**src/rtl/s2c_pkg.sv**
```systemverilog
// Shared constants, types and the Taylor divisor table for the point converter.
package s2c_pkg;

    // Default field widths.
    localparam int RANGE_BITS_DEF     = 18;
    localparam int ANGLE_BITS_DEF     = 16;
    localparam int TRIG_FRAC_BITS_DEF = 16;

    // Internal Q30 sine evaluation widths.
    localparam int Q_FRAC = 30;
    localparam int XR_W   = 31;
    localparam int X2_W   = 32;
    localparam int T_W    = 31;
    localparam int DIV_W  = 8;

    localparam logic [XR_W-1:0] HALF_PI_Q30 = 31'd1686629713;
    localparam logic [T_W-1:0]  Q30_ONE     = 31'h4000_0000;

    // Pipeline shape.
    localparam int TAYLOR_STEPS  = 6;
    localparam int STEP_STAGES   = 3;
    localparam int SINE_STAGES   = 2 + TAYLOR_STEPS * STEP_STAGES + 2;
    localparam int SCALE_STAGES  = 4;
    localparam int PIPE_STAGES   = 1 + SINE_STAGES + SCALE_STAGES;

    // Sine lanes: cos(h), sin(h), cos(el), sin(el).
    localparam int LANE_CH = 0;
    localparam int LANE_SH = 1;
    localparam int LANE_CE = 2;
    localparam int LANE_SE = 3;
    localparam int LANES   = 4;

    // Sign of each trig factor, true when negative.
    typedef struct packed {
        logic ch;
        logic sh;
        logic ce;
        logic se;
    } t_sign;

    // Divisors of the Horner steps, innermost first.
    function automatic logic [DIV_W-1:0] taylor_div(input int step);
        logic [DIV_W-1:0] d;
        case (step)
            0: d = 8'd156;
            1: d = 8'd110;
            2: d = 8'd72;
            3: d = 8'd42;
            4: d = 8'd20;
            default: d = 8'd6;
        endcase
        return d;
    endfunction

endpackage

```
**src/rtl/s2c_scale.sv**
```systemverilog
// Trig products, range scaling, rounding and sign for the three coordinates.
module s2c_scale #(
    parameter int RANGE_BITS     = s2c_pkg::RANGE_BITS_DEF,
    parameter int TRIG_FRAC_BITS = s2c_pkg::TRIG_FRAC_BITS_DEF
) (
    input  logic                               i_clk,
    input  logic [s2c_pkg::SCALE_STAGES-1:0]   i_en,
    input  logic [RANGE_BITS-1:0]              i_range,
    input  logic [TRIG_FRAC_BITS:0]            i_mag_ch,
    input  logic [TRIG_FRAC_BITS:0]            i_mag_sh,
    input  logic [TRIG_FRAC_BITS:0]            i_mag_ce,
    input  logic [TRIG_FRAC_BITS:0]            i_mag_se,
    input  s2c_pkg::t_sign                     i_sign,
    output logic signed [RANGE_BITS:0]         o_x_mm,
    output logic signed [RANGE_BITS:0]         o_y_mm,
    output logic signed [RANGE_BITS:0]         o_z_mm
);
    localparam int MAG_W = TRIG_FRAC_BITS + 1;
    localparam int PM_W  = 2 * MAG_W + 1;
    localparam int RP_W  = RANGE_BITS + MAG_W + 1;
    localparam int OUT_W = RANGE_BITS + 1;

    localparam logic [PM_W-1:0] HALF_M = PM_W'(1) << (TRIG_FRAC_BITS - 1);
    localparam logic [RP_W-1:0] HALF_R = RP_W'(1) << (TRIG_FRAC_BITS - 1);
    localparam logic [RP_W-1:0] R_MAX  = RP_W'({RANGE_BITS{1'b1}});

    // Round to whole millimeters, clamp to the range field, apply the sign.
    function automatic logic signed [OUT_W-1:0] to_out(input logic [RP_W-1:0] prod,
                                                       input logic neg);
        logic [RP_W-1:0]  mag;
        logic [OUT_W-1:0] m;
        mag = (prod + HALF_R) >> TRIG_FRAC_BITS;
        if (mag > R_MAX) begin
            mag = R_MAX;
        end
        m = OUT_W'(mag);
        return neg ? -m : m;
    endfunction

    // Products of the elevation and azimuth factors.
    logic [PM_W-1:0]       r_pc_full;
    logic [PM_W-1:0]       r_ps_full;
    logic [MAG_W-1:0]      r_se0;
    logic [RANGE_BITS-1:0] r_rng0;
    s2c_pkg::t_sign        r_sign0;

    always_ff @(posedge i_clk) begin
        if (i_en[0]) begin
            r_pc_full <= PM_W'(i_mag_ce) * PM_W'(i_mag_ch);
            r_ps_full <= PM_W'(i_mag_ce) * PM_W'(i_mag_sh);
            r_se0     <= i_mag_se;
            r_rng0    <= i_range;
            r_sign0   <= i_sign;
        end
    end

    // Round the products back to trig precision; work out coordinate signs.
    logic [MAG_W-1:0]      r_pc;
    logic [MAG_W-1:0]      r_ps;
    logic [MAG_W-1:0]      r_se1;
    logic [RANGE_BITS-1:0] r_rng1;
    logic                  r_nx1;
    logic                  r_ny1;
    logic                  r_nz1;

    always_ff @(posedge i_clk) begin
        if (i_en[1]) begin
            r_pc   <= MAG_W'((r_pc_full + HALF_M) >> TRIG_FRAC_BITS);
            r_ps   <= MAG_W'((r_ps_full + HALF_M) >> TRIG_FRAC_BITS);
            r_se1  <= r_se0;
            r_rng1 <= r_rng0;
            r_nx1  <= r_sign0.ce ^ r_sign0.ch;
            r_ny1  <= r_sign0.ce ^ r_sign0.sh;
            r_nz1  <= r_sign0.se;
        end
    end

    // Scale by the range.
    logic [RP_W-1:0] r_px;
    logic [RP_W-1:0] r_py;
    logic [RP_W-1:0] r_pz;
    logic            r_nx2;
    logic            r_ny2;
    logic            r_nz2;

    always_ff @(posedge i_clk) begin
        if (i_en[2]) begin
            r_px  <= RP_W'(r_rng1) * RP_W'(r_pc);
            r_py  <= RP_W'(r_rng1) * RP_W'(r_ps);
            r_pz  <= RP_W'(r_rng1) * RP_W'(r_se1);
            r_nx2 <= r_nx1;
            r_ny2 <= r_ny1;
            r_nz2 <= r_nz1;
        end
    end

    // Output register.
    logic signed [OUT_W-1:0] r_x;
    logic signed [OUT_W-1:0] r_y;
    logic signed [OUT_W-1:0] r_z;

    always_ff @(posedge i_clk) begin
        if (i_en[3]) begin
            r_x <= to_out(r_px, r_nx2);
            r_y <= to_out(r_py, r_ny2);
            r_z <= to_out(r_pz, r_nz2);
        end
    end

    assign o_x_mm = r_x;
    assign o_y_mm = r_y;
    assign o_z_mm = r_z;

endmodule

```
**config.mk**
```make
export PLATFORM = sky130hd
export DESIGN_NAME = s2c_scale
export DESIGN_NICKNAME = d
export VERILOG_FILES = /design/src/rtl/s2c_pkg.sv /design/src/rtl/s2c_scale.sv
export SDC_FILE = /design/constraint.sdc
export NUM_CORES = 2
export LEC_CHECK = 0
export BUFFER_PORTS_ARGS = -buffer_cell sky130_fd_sc_hd__buf_2
export CORE_ASPECT_RATIO = 1.2
export CORE_MARGIN = 2
export CORE_UTILIZATION = 35
export CTS_CLUSTER_DIAMETER = 30
export DETAILED_ROUTE_END_ITERATION = 6
export SLEW_MARGIN = 20
export SYNTH_ARGS = -nofsm -noshare
export SYNTH_HDL_FRONTEND = slang
export SYNTH_SLANG_ARGS = --single-unit
```
**constraint.sdc**
```tcl
create_clock -name i_clk -period 9 [get_ports i_clk]
set_clock_uncertainty 0.2 [all_clocks]
set_input_delay 0.9 -clock i_clk [delete_from_list [all_inputs] [get_ports i_clk]]
set_output_delay 0.9 -clock i_clk [all_outputs]
set_load 0.02 [all_outputs]
```
* After elaboration in Yosys (flattened, before gate mapping)
Index checks and enable logic that the tools add are counted.
Word-level totals: word-level logic and storage cells 51, flip-flop bits (word level) 342, bits of input ports 95, output and inout bits 57
Operators by class: multipliers 5, muxes and demuxes 9, order comparisons 3, add/subtract/negate cells 8, bitwise logic cells 2
Operators with widths (count):
- 19-bit two-way mux | 9
- 35-bit by 16-bit adder with 36-bit output (second input constant) | 3
- 18-bit by 17-bit multiplier with 35-bit output | 3
- 33-bit by 16-bit adder with 33-bit output (second input constant) | 2
- 17-bit by 17-bit multiplier with 33-bit output | 2
- 20-bit by 18-bit greater-than comparator with 1-bit output (second input constant) | 3
- 19-bit negator | 3
- 1-bit bitwise XOR | 2

* Longest topological paths before layout
depth in word-level cells 6, gate-level depth with buffers 26, mapped depth without buffers 24

* Worst setup path before layout
No wires, ideal clock.
path kind input to register, start input port i_mag_ch[10], end register r_pc_full[24], data pin, stages on the path 23, buffers on the path 2, required time 8.541 ns, library setup time 0.259 ns, arrival time 6.429 ns, path slack 2.112 ns, path through clkbuf_1 -> clkbuf_1 -> nand2_1 -> fa_1 -> inv_1 -> fa_1 -> fa_1 -> fa_1 -> fa_1 -> inv_1 -> fa_1 -> inv_1 -> ha_1 -> nand2_1 -> nor2_1 -> or3b_1 -> a41oi_1 -> o21ai_1 -> a21oi_1 -> o21a_1 -> o21ai_1 -> nor2b_1 -> xnor2_1
On the way: word-level cells in the longest chain between the ends 1
RTL lines:
- from (decl) | RTL line s2c_scale.sv:9 | input logic [TRIG_FRAC_BITS:0] i_mag_ch,
- 17-bit by 17-bit multiplier with 33-bit output | RTL line s2c_scale.sv:49 | r_pc_full <= PM_W'(i_mag_ce) * PM_W'(i_mag_ch);
- to (signal assigned) | RTL line s2c_scale.sv:49
- to (decl) | RTL line s2c_scale.sv:41 | logic [PM_W-1:0] r_pc_full;
No other way between the ends. A chain may end at the register's enable or synchronous reset.

* Final worst setup path
start register r_rng1[5], end register r_px[33], data pin
On the way: word-level cells in the longest chain between the ends 1
RTL lines:
- from (decl) | RTL line s2c_scale.sv:61 | logic [RANGE_BITS-1:0] r_rng1;
- from (signal assigned) | RTL line s2c_scale.sv:71 | r_rng1 <= r_rng0;
- 18-bit by 17-bit multiplier with 35-bit output | RTL line s2c_scale.sv:88 | r_px <= RP_W'(r_rng1) * RP_W'(r_pc);
- to (signal assigned) | RTL line s2c_scale.sv:88
- to (decl) | RTL line s2c_scale.sv:79 | logic [RP_W-1:0] r_px;
No other way between the ends.

==> impl_metrics.tcl <==
set metrics [dict create \
    outcome "completed" \
    cp-end-kind "flip-flop" \
    synthesis.area_um2 57660 \
    cp_data_arrival_time_ns 7.84 \
    start_util 0.3517 \
    wire_per_inst_um 17.29 \
    setup_tns_ns 0 \
    initialDrtViolationCount 1654 \
    synth_edf_count 267 \
    pin_count 152 \
    die-area_um2 168000 \
    clockBufferDepth 3 \
    crit_required_ns 9.18 \
    rr_worst_depth 22 \
    ys.flop_type "edfxtp_1" \
    die_y_um 448.6 \
    synth_area_leader_cell "fa_1" \
    yosysWarnings 0 \
    crit_type "flip-flop to flip-flop" \
    rsz0062_at_grt "false" \
    antenna_found_initial 11 \
    clock-sinks 267 \
    grt_usage 0.1741 \
    ys_top_cells_by_area "fa_1, edfxtp_1, ha_1" \
    vias 40374 \
    clock_latency_ns 0.66 \
    drc 0 \
    slew_viol_final 0 \
    hold_viol 0 \
    cts_tree "yes" \
    coreArea_um2 164000 \
    grt_overflow 0 \
    rows 163 \
    worstMarginPinSlew_ns 1.052 \
    synthCells 6093 \
    wl_um 142900 \
    fin_crit_sh 0.8514 \
    avgSynthCellArea_um2 9.464 \
    hpwlAfterDp_um 109500 \
    final_nets 7854 \
    numCtsBuffers 52 \
    cts_hold_buf 0 \
    die_w_um 374.5 \
    clk_pin_slew_ns 0.05 \
    grt_max_degree 64 \
    synth.most_common_cell "inv_1" \
    hold_path.class "flip-flop to flip-flop" \
    ys_seq_area_frac 0.1390 \
    async_flop_share 0 \
    ant_nets 0 \
    worstHoldPathCells 0 \
    avgViaCountPerCell 4.885 \
    synth.top_cell.area_share 0.4003 \
    post_cts_buffers 0 \
    cts_root_buf "clkbuf_16" \
    grt_pass1_wl_um 235000 \
    period_minus_slack_ns 7.663 \
    synthesis.nets 7874 \
    dr.pass1.iters 6 \
    portBuffers 151 \
    max-cap-violations 0 \
    ys_ff_latch 267 \
    slew_headroom 0.2985 \
    first_global_vias 44972 \
    ys_types 92 \
    synth_common_cells "inv_1, fa_1, nand2_1" \
    gp_congestion 0.8775 \
    htreeDepth 2 \
    cp_max_fo 16 \
    crit_path_start_kind "flip-flop" \
    final_layout_size_suffix_gt1_frac 0.05479 \
    fmax_mhz 130.5 \
    setup_viol 0 \
    syn_to_final_growth_pct 7.976 \
    cts-resized-gates 0 \
]
==> metal layers <==
| metal | routed length, um | up-vias | global-route usage | share of wire |
|---|---|---|---|---|
| met5 | 103 | - | 0 | 0.00072 |
| met4 | 5025 | 16 | 0.06225 | 0.035 |
| met3 | 6820 | 307 | 0.02315 | 0.048 |
| met2 | 75280 | 992 | 0.3221 | 0.53 |
| met1 | 55700 | 20858 | 0.2042 | 0.39 |
| li1 | - | 18201 | - | - |
==> through the flow <==
step,worst slack (ns),hold slack (ns),util,instances,instance area [um^2]
global route,1.034,0.1898,0.3797,8263,62260
floorplan,2.112,0.2003,-,6093,57660
finish,1.337,0.2039,0.3797,8265,62260
detailed placement,1.271,0.2045,0.3689,8164,60490
global placement,1.305,0.2010,0.3689,8164,60490
CTS,1.349,0.1775,0.3796,8259,62250
==> kinds of logic after synthesis <==
logic type               Yosys count  share of synthesized area
adder cells (fa/ha/maj)         1686                     0.5159
flip-flops                       267                     0.1390
buffers and inverters           1658                     0.1083
XOR/XNOR                         197                    0.02992
AND/OR/NAND/NOR                 1946                     0.1659
multiplexers                      10                   0.002083
AO/OA/AOI/OAI                    329                    0.03888
==> registers in the layout, indices dropped and copies added (netlist names), 17 cells and up <==
register   cells
o_x_mm        19
o_y_mm        19
o_z_mm        19
r_pc          17
r_pc_full     18
r_ps          17
r_ps_full     18
r_px          20
r_py          20
r_pz          20
r_rng0        18
r_rng1        18
r_se0         17
r_se1         17
==> placed cells by master (no fill, tap or decap), types with 30 or more instances in the layout <==
| cell type | instances |
|---|---|
| a21o_1 | 37 |
| a21oi_1 | 79 |
| and2_1 | 661 |
| and3_1 | 50 |
| buf_2 | 148 |
| buf_4 | 51 |
| clkbuf_16 | 52 |
| edfxtp_1 | 267 |
| fa_1 | 1153 |
| ha_1 | 533 |
| inv_1 | 1381 |
| nand2_1 | 933 |
| nand3_1 | 58 |
| nor2_1 | 109 |
| nor3_1 | 30 |
| o21ai_0 | 62 |
| xnor2_1 | 131 |
| xor2_1 | 66 |
==> critical path, cell delays in order (launching register included) <==
cell	delay, ns
edfxtp_1	0.97
buf_4	0.38
nand2_1	0.11
fa_1	0.56
inv_1	0.06
fa_1	0.56
fa_1	0.43
fa_1	0.45
fa_1	0.49
inv_1	0.05
fa_1	0.48
inv_1	0.07
ha_1	0.36
nand4_1	0.14
a211oi_1	0.23
o21ai_0	0.15
a21boi_1	0.45
a221oi_2	0.19
o21ai_2	0.32
a31oi_4	0.15
o211ai_1	0.28
a21oi_1	0.13
xnor2_1	0.13
==> final timing paths <==
| kind | startpoint | to | slack, ns |
|---|---|---|---|
| hold / removal | r_rng0[6]$_DFFE_PP_ | r_rng1[6]$_DFFE_PP_ | 0.20 |
| hold reg to reg | r_rng0[6]$_DFFE_PP_ | r_rng1[6]$_DFFE_PP_ | 0.20 |
| setup / recovery | r_rng1[5]$_DFFE_PP_ | r_px[33]$_DFFE_PP_ | 1.34 |
| setup reg to reg | r_rng1[5]$_DFFE_PP_ | r_px[33]$_DFFE_PP_ | 1.34 |
==> layout make-up <==
type | instances | area [um^2]
Clock inverter | 40 | 442.9
Clock buffer | 55 | 1313
Antenna cell | 6 | 15.01
Timing Repair Buffer | 203 | 1204
Fill cell | 16451 | 101700
Multi-Input combinational cell | 4168 | 43400
Inverter | 1381 | 5184
Sequential cell | 267 | 8018
Tap cell | 2145 | 2684
Power is left out: the tool's default activity adds up to more than one toggle a clock period on the data nets, which glitch-free logic cannot reach.
